File: src/rtl/core/pctq_pkg.sv
// types and codes shared by the per-cpu task queue engine
package pctq_pkg;

    // task and cpu counts, fixed by the field widths of the beats
    localparam int NUM_TASKS = 64;
    localparam int NUM_CPUS  = 8;

    localparam logic [2:0] CMD_INIT   = 3'd0;
    localparam logic [2:0] CMD_SCHED  = 3'd1;
    localparam logic [2:0] CMD_START  = 3'd2;
    localparam logic [2:0] CMD_FINISH = 3'd3;
    localparam logic [2:0] CMD_KILL   = 3'd4;
    localparam logic [2:0] CMD_MIG    = 3'd5;
    localparam logic [2:0] CMD_QUERY  = 3'd6;

    localparam logic [2:0] ST_DONE    = 3'd0;
    localparam logic [2:0] ST_EMPTY   = 3'd1;
    localparam logic [2:0] ST_ERR     = 3'd2;
    localparam logic [2:0] ST_IGN     = 3'd3;
    localparam logic [2:0] ST_KILLRUN = 3'd4;

    localparam logic [0:0] REG_ENABLE = 1'b0;

    typedef struct packed {
        logic [2:0] cmd;
        logic [5:0] task_id;
        logic [2:0] target_cpu;
        logic [2:0] local_cpu;
    } req_t;

    typedef struct packed {
        logic [2:0] status;
        logic       dispatch_valid;
        logic [5:0] dispatched_task;
        logic [7:0] notify_mask;
        logic       queue_empty;
    } rsp_t;

endpackage

File: src/rtl/core/per_cpu_task_queue_engine.sv
// top level: per-cpu fifo task queues kept as doubly linked lists in memory
// rsp_valid rises once the command has run through decode and, where needed, link read, unlink
//   and append, repeated per moved task for migrate, and the previous response has been taken
// one command at a time, next beat taken in the cycle after the result loads; the link and
//   target memory read-modify-write sequence sets the rate
// reset: all queues empty, no task queued, running or dead, enable cleared; links undefined
module per_cpu_task_queue_engine (
    input  logic             clk,
    input  logic             rst_n,
    input  logic             req_valid,
    output logic             req_ready,
    input  pctq_pkg::req_t   req,
    output logic             rsp_valid,
    input  logic             rsp_ready,
    output pctq_pkg::rsp_t   rsp,
    input  logic             psel,
    input  logic             penable,
    input  logic             pwrite,
    input  logic [2:0]       paddr,
    input  logic [31:0]      pwdata,
    output logic [31:0]      prdata,
    output logic             pready
);

    localparam int NUM_TASKS = pctq_pkg::NUM_TASKS;
    localparam int NUM_CPUS  = pctq_pkg::NUM_CPUS;

    // task link width holds the empty marker, index width addresses the memories
    localparam int TW = $clog2(NUM_TASKS + 1);
    localparam int TI = $clog2(NUM_TASKS);
    localparam int CW = $clog2(NUM_CPUS + 1);
    localparam int CI = (NUM_CPUS > 1) ? $clog2(NUM_CPUS) : 1;
    localparam logic [TW-1:0] NO_TASK = TW'(NUM_TASKS);
    localparam logic [CW-1:0] NO_CPU  = CW'(NUM_CPUS);

    // sequencer states
    localparam logic [2:0] S_IDLE = 3'd0;
    localparam logic [2:0] S_DEC  = 3'd1;
    localparam logic [2:0] S_RM   = 3'd2;
    localparam logic [2:0] S_AP1  = 3'd3;
    localparam logic [2:0] S_AP2  = 3'd4;
    localparam logic [2:0] S_MIG  = 3'd5;
    localparam logic [2:0] S_FIN  = 3'd6;

    // link and target memories, no reset: only used for queued or running tasks
    logic [TW-1:0] next_mem [NUM_TASKS];
    logic [TW-1:0] prev_mem [NUM_TASKS];
    logic [CW-1:0] tgt_mem  [NUM_TASKS];
    logic [TW-1:0] nrd_reg;
    logic [TW-1:0] prd_reg;
    logic [CW-1:0] trd_reg;

    logic          rd_en;
    logic [TI-1:0] rd_addr;
    logic          nw_en, pw_en, tw_en;
    logic [TI-1:0] nw_addr, pw_addr, tw_addr;
    logic [TW-1:0] nw_data, pw_data;
    logic [CW-1:0] tw_data;

    logic [2:0]  state_reg, state_next;
    logic        enable_reg, enable_next;
    logic [2:0]  cmd_reg, cmd_next;
    logic [5:0]  tid_reg, tid_next;
    logic [2:0]  tcpu_reg, tcpu_next;
    logic [2:0]  lcpu_reg, lcpu_next;
    logic [TW-1:0] t_reg, t_next;
    logic [CW-1:0] c_reg, c_next;
    logic [TW-1:0] last_reg, last_next;
    pctq_pkg::rsp_t res_reg, res_next;
    pctq_pkg::rsp_t rsp_reg, rsp_next;
    logic        rsp_valid_reg, rsp_valid_next;

    // per-task flags and per-cpu list ends
    logic [NUM_TASKS-1:0] queued_reg, queued_next;
    logic [NUM_TASKS-1:0] running_reg, running_next;
    logic [NUM_TASKS-1:0] dead_reg, dead_next;
    logic [TW-1:0] head_reg [NUM_CPUS];
    logic [TW-1:0] head_next [NUM_CPUS];
    logic [TW-1:0] tail_reg [NUM_CPUS];
    logic [TW-1:0] tail_next [NUM_CPUS];

    // notify bit, dropped for cpus beyond the mask
    function automatic logic [7:0] cpu_bit(input logic [7:0] c);
        logic [7:0] m;
        m = '0;
        if (32'(c) < NUM_CPUS && c < 8'd8) begin
            m = 8'd1 << c[2:0];
        end
        return m;
    endfunction

    assign req_ready = (state_reg == S_IDLE);
    assign rsp_valid = rsp_valid_reg;
    assign rsp       = rsp_reg;
    assign pready    = 1'b1;
    assign prdata    = (paddr[2] == pctq_pkg::REG_ENABLE) ? {31'd0, enable_reg} : 32'd0;

    // sequencer: decode, read links, unlink, append, repeat for migrate
    always_comb
    begin
        logic          t_ok;
        logic [TW-1:0] tsel;
        logic [TW-1:0] h;
        logic [TI-1:0] ti;
        logic [CI-1:0] ci;
        logic          do_rm;
        logic [TW-1:0] p, n;

        state_next     = state_reg;
        enable_next    = enable_reg;
        cmd_next       = cmd_reg;
        tid_next       = tid_reg;
        tcpu_next      = tcpu_reg;
        lcpu_next      = lcpu_reg;
        t_next         = t_reg;
        c_next         = c_reg;
        last_next      = last_reg;
        res_next       = res_reg;
        rsp_next       = rsp_reg;
        rsp_valid_next = rsp_valid_reg;
        queued_next    = queued_reg;
        running_next   = running_reg;
        dead_next      = dead_reg;
        head_next      = head_reg;
        tail_next      = tail_reg;
        rd_en   = 1'b0;
        rd_addr = '0;
        nw_en   = 1'b0;
        nw_addr = '0;
        nw_data = '0;
        pw_en   = 1'b0;
        pw_addr = '0;
        pw_data = '0;
        tw_en   = 1'b0;
        tw_addr = '0;
        tw_data = '0;
        do_rm   = 1'b0;
        p = prd_reg;
        n = nrd_reg;

        t_ok = (32'(tid_reg) < NUM_TASKS);
        tsel = TW'(tid_reg);
        ti   = t_reg[TI-1:0];
        h    = '0;
        ci   = '0;

        if (psel && penable && pwrite && (paddr[2] == pctq_pkg::REG_ENABLE)) begin
            enable_next = pwdata[0];
        end
        if (rsp_valid_reg && rsp_ready) begin
            rsp_valid_next = 1'b0;
        end

        case (state_reg)
            S_IDLE:
            begin
                if (req_valid) begin
                    cmd_next   = req.cmd;
                    tid_next   = req.task_id;
                    tcpu_next  = req.target_cpu;
                    lcpu_next  = req.local_cpu;
                    res_next   = '0;
                    state_next = S_DEC;
                end
            end
            S_DEC:
            begin
                state_next = S_FIN;
                case (cmd_reg)
                    pctq_pkg::CMD_INIT, pctq_pkg::CMD_KILL:
                    begin
                        if (!t_ok) begin
                            res_next.status = pctq_pkg::ST_IGN;
                        end else begin
                            t_next = tsel; rd_en = 1'b1; rd_addr = tsel[TI-1:0];
                            state_next = S_RM;
                        end
                    end
                    pctq_pkg::CMD_SCHED:
                    begin
                        if (!t_ok || 32'(tcpu_reg) >= NUM_CPUS || !enable_reg ||
                            dead_reg[tsel[TI-1:0]]) begin
                            res_next.status = pctq_pkg::ST_IGN;
                        end else begin
                            t_next = tsel; rd_en = 1'b1; rd_addr = tsel[TI-1:0];
                            state_next = S_RM;
                        end
                    end
                    pctq_pkg::CMD_START:
                    begin
                        if (32'(lcpu_reg) >= NUM_CPUS) begin
                            res_next.status = pctq_pkg::ST_IGN;
                        end else begin
                            h = head_reg[CI'(lcpu_reg)];
                            if (h == NO_TASK) begin
                                res_next.status = pctq_pkg::ST_EMPTY;
                            end else if (dead_reg[h[TI-1:0]] || running_reg[h[TI-1:0]]) begin
                                res_next.status = pctq_pkg::ST_ERR;
                            end else begin
                                t_next = h; rd_en = 1'b1; rd_addr = h[TI-1:0];
                                state_next = S_RM;
                            end
                        end
                    end
                    pctq_pkg::CMD_FINISH:
                    begin
                        if (!t_ok) begin
                            res_next.status = pctq_pkg::ST_IGN;
                        end else if (!running_reg[tsel[TI-1:0]]) begin
                            res_next.status = pctq_pkg::ST_ERR;
                        end else begin
                            t_next = tsel; rd_en = 1'b1; rd_addr = tsel[TI-1:0];
                            state_next = S_RM;
                        end
                    end
                    pctq_pkg::CMD_MIG:
                    begin
                        if (32'(tcpu_reg) >= NUM_CPUS || 32'(lcpu_reg) >= NUM_CPUS) begin
                            res_next.status = pctq_pkg::ST_IGN;
                        end else if (tcpu_reg != lcpu_reg) begin
                            state_next = S_MIG;
                        end
                    end
                    pctq_pkg::CMD_QUERY:
                    begin
                        if (32'(tcpu_reg) >= NUM_CPUS) begin
                            res_next.status      = pctq_pkg::ST_IGN;
                            res_next.queue_empty = 1'b1;
                        end else begin
                            res_next.queue_empty = (head_reg[CI'(tcpu_reg)] == NO_TASK);
                        end
                    end
                    default:
                    begin
                        res_next.status = pctq_pkg::ST_IGN;
                    end
                endcase
            end
            S_MIG:
            begin
                h = head_reg[CI'(tcpu_reg)];
                if (h == NO_TASK) begin
                    res_next.notify_mask = cpu_bit(8'(lcpu_reg));
                    state_next = S_FIN;
                end else begin
                    t_next = h; rd_en = 1'b1; rd_addr = h[TI-1:0];
                    state_next = S_RM;
                end
            end
            S_RM:
            begin
                state_next = S_FIN;
                tw_addr = ti;
                case (cmd_reg)
                    pctq_pkg::CMD_INIT:
                    begin
                        do_rm = 1'b1;
                        tw_en = 1'b1; tw_data = NO_CPU;
                        running_next[ti] = 1'b0;
                        dead_next[ti]    = 1'b0;
                    end
                    pctq_pkg::CMD_SCHED:
                    begin
                        tw_en = 1'b1; tw_data = CW'(tcpu_reg);
                        if (!running_reg[ti]) begin
                            do_rm  = 1'b1;
                            c_next = CW'(tcpu_reg);
                            res_next.notify_mask = cpu_bit(8'(tcpu_reg));
                            state_next = S_AP1;
                        end
                    end
                    pctq_pkg::CMD_START:
                    begin
                        if (trd_reg != CW'(lcpu_reg)) begin
                            res_next.status = pctq_pkg::ST_ERR;
                        end else begin
                            do_rm = 1'b1;
                            tw_en = 1'b1; tw_data = NO_CPU;
                            running_next[ti] = 1'b1;
                            res_next.dispatch_valid  = 1'b1;
                            res_next.dispatched_task = 6'(t_reg);
                        end
                    end
                    pctq_pkg::CMD_FINISH:
                    begin
                        running_next[ti] = 1'b0;
                        if (trd_reg < NO_CPU) begin
                            if (dead_reg[ti] || queued_reg[ti]) begin
                                res_next.status = pctq_pkg::ST_ERR;
                            end else begin
                                c_next = trd_reg;
                                res_next.notify_mask = cpu_bit(8'(trd_reg)) |
                                                       cpu_bit(8'(lcpu_reg));
                                state_next = S_AP1;
                            end
                        end else begin
                            res_next.notify_mask = cpu_bit(8'(lcpu_reg));
                        end
                    end
                    pctq_pkg::CMD_KILL:
                    begin
                        if (queued_reg[ti]) begin
                            res_next.notify_mask = cpu_bit(8'(trd_reg));
                            do_rm = 1'b1;
                        end
                        tw_en = 1'b1; tw_data = NO_CPU;
                        dead_next[ti] = 1'b1;
                        res_next.status = running_reg[ti] ? pctq_pkg::ST_KILLRUN
                                                          : pctq_pkg::ST_DONE;
                    end
                    pctq_pkg::CMD_MIG:
                    begin
                        do_rm = 1'b1;
                        tw_en = 1'b1; tw_data = CW'(lcpu_reg);
                        c_next = CW'(lcpu_reg);
                        state_next = S_AP1;
                    end
                    default:
                    begin
                        state_next = S_FIN;
                    end
                endcase
                // unlink from the old queue using the links read last cycle
                if (do_rm && queued_reg[ti] && trd_reg < NO_CPU) begin
                    ci = CI'(trd_reg);
                    if (p == NO_TASK) begin
                        head_next[ci] = n;
                    end else begin
                        nw_en = 1'b1; nw_addr = p[TI-1:0]; nw_data = n;
                    end
                    if (n == NO_TASK) begin
                        tail_next[ci] = p;
                    end else begin
                        pw_en = 1'b1; pw_addr = n[TI-1:0]; pw_data = p;
                    end
                    queued_next[ti] = 1'b0;
                end
            end
            S_AP1:
            begin
                ci = CI'(c_reg);
                h  = tail_reg[ci];
                pw_en = 1'b1; pw_addr = ti; pw_data = h;
                nw_en = 1'b1; nw_addr = ti; nw_data = NO_TASK;
                tail_next[ci]   = t_reg;
                queued_next[ti] = 1'b1;
                if (h == NO_TASK) begin
                    head_next[ci] = t_reg;
                    state_next = (cmd_reg == pctq_pkg::CMD_MIG) ? S_MIG : S_FIN;
                end else begin
                    last_next  = h;
                    state_next = S_AP2;
                end
            end
            S_AP2:
            begin
                nw_en = 1'b1; nw_addr = last_reg[TI-1:0]; nw_data = t_reg;
                state_next = (cmd_reg == pctq_pkg::CMD_MIG) ? S_MIG : S_FIN;
            end
            S_FIN:
            begin
                if (!rsp_valid_reg || rsp_ready) begin
                    rsp_valid_next = 1'b1;
                    rsp_next       = res_reg;
                    state_next     = S_IDLE;
                end
            end
            default:
            begin
                state_next = S_IDLE;
            end
        endcase
    end

    // memories: one write port each, registered read
    always_ff @(posedge clk)
    begin
        if (nw_en) begin
            next_mem[nw_addr] <= nw_data;
        end
        if (pw_en) begin
            prev_mem[pw_addr] <= pw_data;
        end
        if (tw_en) begin
            tgt_mem[tw_addr] <= tw_data;
        end
        if (rd_en) begin
            nrd_reg <= next_mem[rd_addr];
            prd_reg <= prev_mem[rd_addr];
            trd_reg <= tgt_mem[rd_addr];
        end
    end

    always_ff @(posedge clk or negedge rst_n)
    begin
        if (!rst_n) begin
            state_reg     <= S_IDLE;
            enable_reg    <= 1'b0;
            rsp_valid_reg <= 1'b0;
            queued_reg    <= '0;
            running_reg   <= '0;
            dead_reg      <= '0;
            for (int i = 0; i < NUM_CPUS; i++) begin
                head_reg[i] <= NO_TASK;
                tail_reg[i] <= NO_TASK;
            end
        end else begin
            state_reg     <= state_next;
            enable_reg    <= enable_next;
            rsp_valid_reg <= rsp_valid_next;
            queued_reg    <= queued_next;
            running_reg   <= running_next;
            dead_reg      <= dead_next;
            head_reg      <= head_next;
            tail_reg      <= tail_next;
        end
    end

    // command and result payload
    always_ff @(posedge clk)
    begin
        cmd_reg  <= cmd_next;
        tid_reg  <= tid_next;
        tcpu_reg <= tcpu_next;
        lcpu_reg <= lcpu_next;
        t_reg    <= t_next;
        c_reg    <= c_next;
        last_reg <= last_next;
        res_reg  <= res_next;
        rsp_reg  <= rsp_next;
    end

endmodule
File: config.mk
export PLATFORM = sky130hd
export DESIGN_NAME = per_cpu_task_queue_engine
export DESIGN_NICKNAME = d
export VERILOG_FILES = /design/src/rtl/core/pctq_pkg.sv /design/src/rtl/core/per_cpu_task_queue_engine.sv
export SDC_FILE = /design/constraint.sdc
export NUM_CORES = 2
export LEC_CHECK = 0
export BUFFER_PORTS_ARGS = -buffer_cell sky130_fd_sc_hd__clkbuf_2
export CELL_PAD_IN_SITES_DETAIL_PLACEMENT = 1
export CELL_PAD_IN_SITES_GLOBAL_PLACEMENT = 2
export CORE_ASPECT_RATIO = 1.4
export CORE_MARGIN = 2
export CORE_UTILIZATION = 44
export DETAILED_ROUTE_END_ITERATION = 7
export GPL_TIMING_DRIVEN = 1
export PLACE_DENSITY_LB_ADDON = 0.1
export RECOVER_POWER = 50
export SLEW_MARGIN = 25
export SYNTH_ARGS = -nofsm -noshare
export SYNTH_HDL_FRONTEND = slang
export SYNTH_SLANG_ARGS = --single-unit
File: constraint.sdc
create_clock -name clk -period 6.29 [get_ports clk]
set_clock_uncertainty 0.2 [all_clocks]
set_input_delay 0.3145 -clock clk [delete_from_list [all_inputs] [get_ports clk]]
set_output_delay 0.3145 -clock clk [all_outputs]
set_load 0.01 [all_outputs]
==> run_results.csv <==
group,metric,value,unit
clock_network,htreeDepth,4,
clock_network,clk_latency,0.81,ns
logic_synthesis,yosysUniqueCellTypes,83,
setup_path,path_class,"register to register",
die,core_area,156000,um2
finish,drive_gt1_frac,0.150,
setup_path,cp_max_fo,77,
power_and_ir_drop,internal_power,18800,uW
run,maxCapViolations,11,
clock_network,clk_pin_slew,0.06,ns
sta,whs,0.0614,ns
logic_synthesis,synth-edff-count,1239,
setup_path,required,6.74,ns
routing,dr_total_vias,49700,
sta,tightest_slew,3.92,ns
sta,drv_slew,618,
sta,finalSetupViolCount,0,
logic_synthesis,async_reset_ff_frac,0.200,
power_and_ir_drop,p_per_area,335,nW/um2
power_and_ir_drop,clock_power_share,0.357,
clock_network,cts_resized,0,
sta,fmax,162,MHz
clock_network,cts_tree,"built",
routing,dr.pass1.iters,6,
clock_network,clockBufferDepth,3,
power_and_ir_drop,power,26700,uW
clock_network,numCtsBuffers,156,
grt,grt_pass1_vias,51600,
logic_synthesis,netlist_area,69100,um2
clock_network,root_buffer,"clkbuf_16",
logic_synthesis,syn_avg_cell_area,11.9,um2
outcome,violations,"capacitance limit, slew limit",
power_and_ir_drop,seqPwrFrac,0.473,
sta,hold_viol_final,0,
sta,period_share,0.982,
die,die_area,160000,um2
finish,multi_input_area,22300,um2
logic_synthesis,netlist_top_cells_area,"edfxtp_1 (54%), dfrtp_1 (11%), nand2_1 (5.8%)",
die,io_pins,111,
grt,gr-usage-met2,0.511,
routing,wl_per_cell,28.4,um
setup_path,crit_arrival,6.62,ns
grt,met3_usage,0.0306,
grt,grt_util_all_layers,0.292,
hold_path,holdCritPathClass,"input port to register",
grt,grt.busiest_layer,"met2",
routing,drc,0,
grt,grt_use_met1,0.365,
power_and_ir_drop,pwr-share-comb,0.171,
routing,drt_iter0_markers,3691,
grt,grt_overflow,0,
finish,seqCellArea,45000,um2
placed_design,hpwl,158000,um
logic_synthesis,synth_flop_cell,"edfxtp_1",
placed_design,gp_congestion,0.944,
die,core.rowCount,172,
grt,grt_first_pass_wirelength,348000,um
logic_synthesis,yosys_register_bits,1548,
setup_path,endpoint_kind,"register",
logic_synthesis,synth_top_area_cell,"edfxtp_1",
power_and_ir_drop,power_leakage,0.0281,uW
logic_synthesis,yosysTopAreaCellShare,0.538,
logic_synthesis,yosys_warnings,0,
grt,grt_start_max_net_pins,142,
finish,post-route-util,0.509,
sta,rsz0062_at_grt,"no",
die,start_util,0.442,
finish,fin_nets,6122,
logic_synthesis,synthTopCellsByCount,"edfxtp_1 (1239), nand2_1 (1059), nor2_1 (545)",
finish,fillers,16200,
die,die_h,473,um
power_and_ir_drop,ir_drop,0.274,mV
routing,avgViaCountPerCell,6.00,
power_and_ir_drop,swShare,0.295,
clock_network,clock_sinks,1548,
logic_synthesis,yosysMostFrequentCell,"edfxtp_1",
grt,grt_antenna_before_repair,1,
placed_design,portBuffers,45,
sta,slew_headroom,-1.61,
routing,wl,236000,um
clock_network,cts_setup_buffers,0,
finish,syn2layout_area_growth,15.1,%
logic_synthesis,synthCells,5821,
logic_synthesis,ys_seq_area_frac,0.650,
die,die_x,339,um
power_and_ir_drop,switchingPower,7860,uW
routing,postRouteAntennaNets,0,
sta,min_period,6.17,ns
outcome,status,"finished with violations",
sta,fin_setup_tns,0,ns
setup_path,startpoint_type,"register",
kinds of logic (layout without fill, tap and decap cells):
family                    Yosys count  count (layout)  share of synthesized area
other                               2              34                   0.000109
buffers and inverters             486             825                     0.0324
muxes                             377             377                     0.0727
DFF                              1548            1548                      0.650
and+or+nand+nor                  2241            2241                      0.138
AOI/OAI and AO/OA                1161            1161                      0.105
xor gates and xnor gates            6               6                   0.000760
metrics by stage:
stage               area, um2  instances  setup WS [ns]
floorplan               69200       5851           1.29
global placement        74400       7959          0.316
detailed placement      74400       7959          0.219
CTS                     79900       8277          0.175
global route            79600       8279         0.0486
finish                  79600       8280          0.116
worst max-delay path, stage by stage, from the launching register on:
cell and delay (ns):
edfxtp_1 0.65, mux2_2 0.40, o22ai_1 0.59, or2_2 0.48
mux2_2 0.49, o2111ai_1 0.24, o2bb2ai_2 0.12, nor4_4 0.32
buf_4 0.26, a21o_4 0.33, buf_12 0.41, buf_4 0.29
nand2_1 0.07, nand3_1 0.09, a21oi_1 0.10, nor4_1 0.65
a22o_1 0.23
power by group through the flow:
stage	sequential [uW]	combinational [uW]	clock [uW]
3_3_place_gp	12800	4500	0
5_1_grt	12700	4870	10000
6_report	12600	4550	9520
3_5_place_dp	12800	4590	0
2_1_floorplan	12400	2640	0
4_1_cts	12600	4640	9680
layout make-up:
type / instances / share of cell area
sequential: 1548 / 0.565
clock buffer: 192 / 0.0528
antenna: 2 / 0.0000629
inverter: 17 / 0.000802
timing repair buffer: 525 / 0.0565
multi-input combinational: 3817 / 0.280
tap: 2088 / 0.0328
clock inverter: 91 / 0.0119
placed cells by master (no fill, tap or decap), drive strengths merged, types with 18 or more instances in the layout:
cell type       n
dlygate4sd3    34
a21oi         335
clkbuf        274
nand3         371
mux2i         206
nor3           54
nor2          547
mux4           92
conb           32
inv            23
buf           408
o21ai         325
nand2b         25
nor3b          19
a221oi         37
mux2           79
dfrtp         293
nor2b          18
o22ai          45
nor4           25
a22o           35
and2           19
a22oi          84
edfxtp       1239
o221ai         19
nand4          57
clkinv         61
a31oi          81
nand2        1060
a32oi         108
metal layers:
layer | part of all wire | vias to the layer above
met5 | 0 | -
met1 | 0.40 | 25900
met2 | 0.51 | 1326
met3 | 0.038 | 440
li1 | - | 22000
met4 | 0.048 | 0
final timing paths:
kind | slack [ns] | cells after the start | start | end
worst max-delay path | 0.12 | 16 | lcpu_reg[0]$_DFFE_PP_ | prd_reg[1]$_DFFE_PP_
worst min-delay path | 0.06 | 2 | req[2] | lcpu_reg[2]$_DFFE_PP_
worst max register to register | 0.12 | 16 | lcpu_reg[0]$_DFFE_PP_ | prd_reg[1]$_DFFE_PP_
worst min register to register | 0.23 | 0 | res_reg[12]$_SDFFCE_PN0P_ | rsp[12]$_DFFE_PP_
max in group asynchronous | 0.70 | 4 | rst_n | async pin
min in group asynchronous | 1.31 | 3 | rst_n | tail_reg[20]$_DFFE_PN1P_
repair_timing:
item                       4_1_cts  5_1_grt
hold endpoints to repair       124        0
setup endpoints to repair        0        0
hold buffers                    35        0
(Power assumes the default switching activity.)
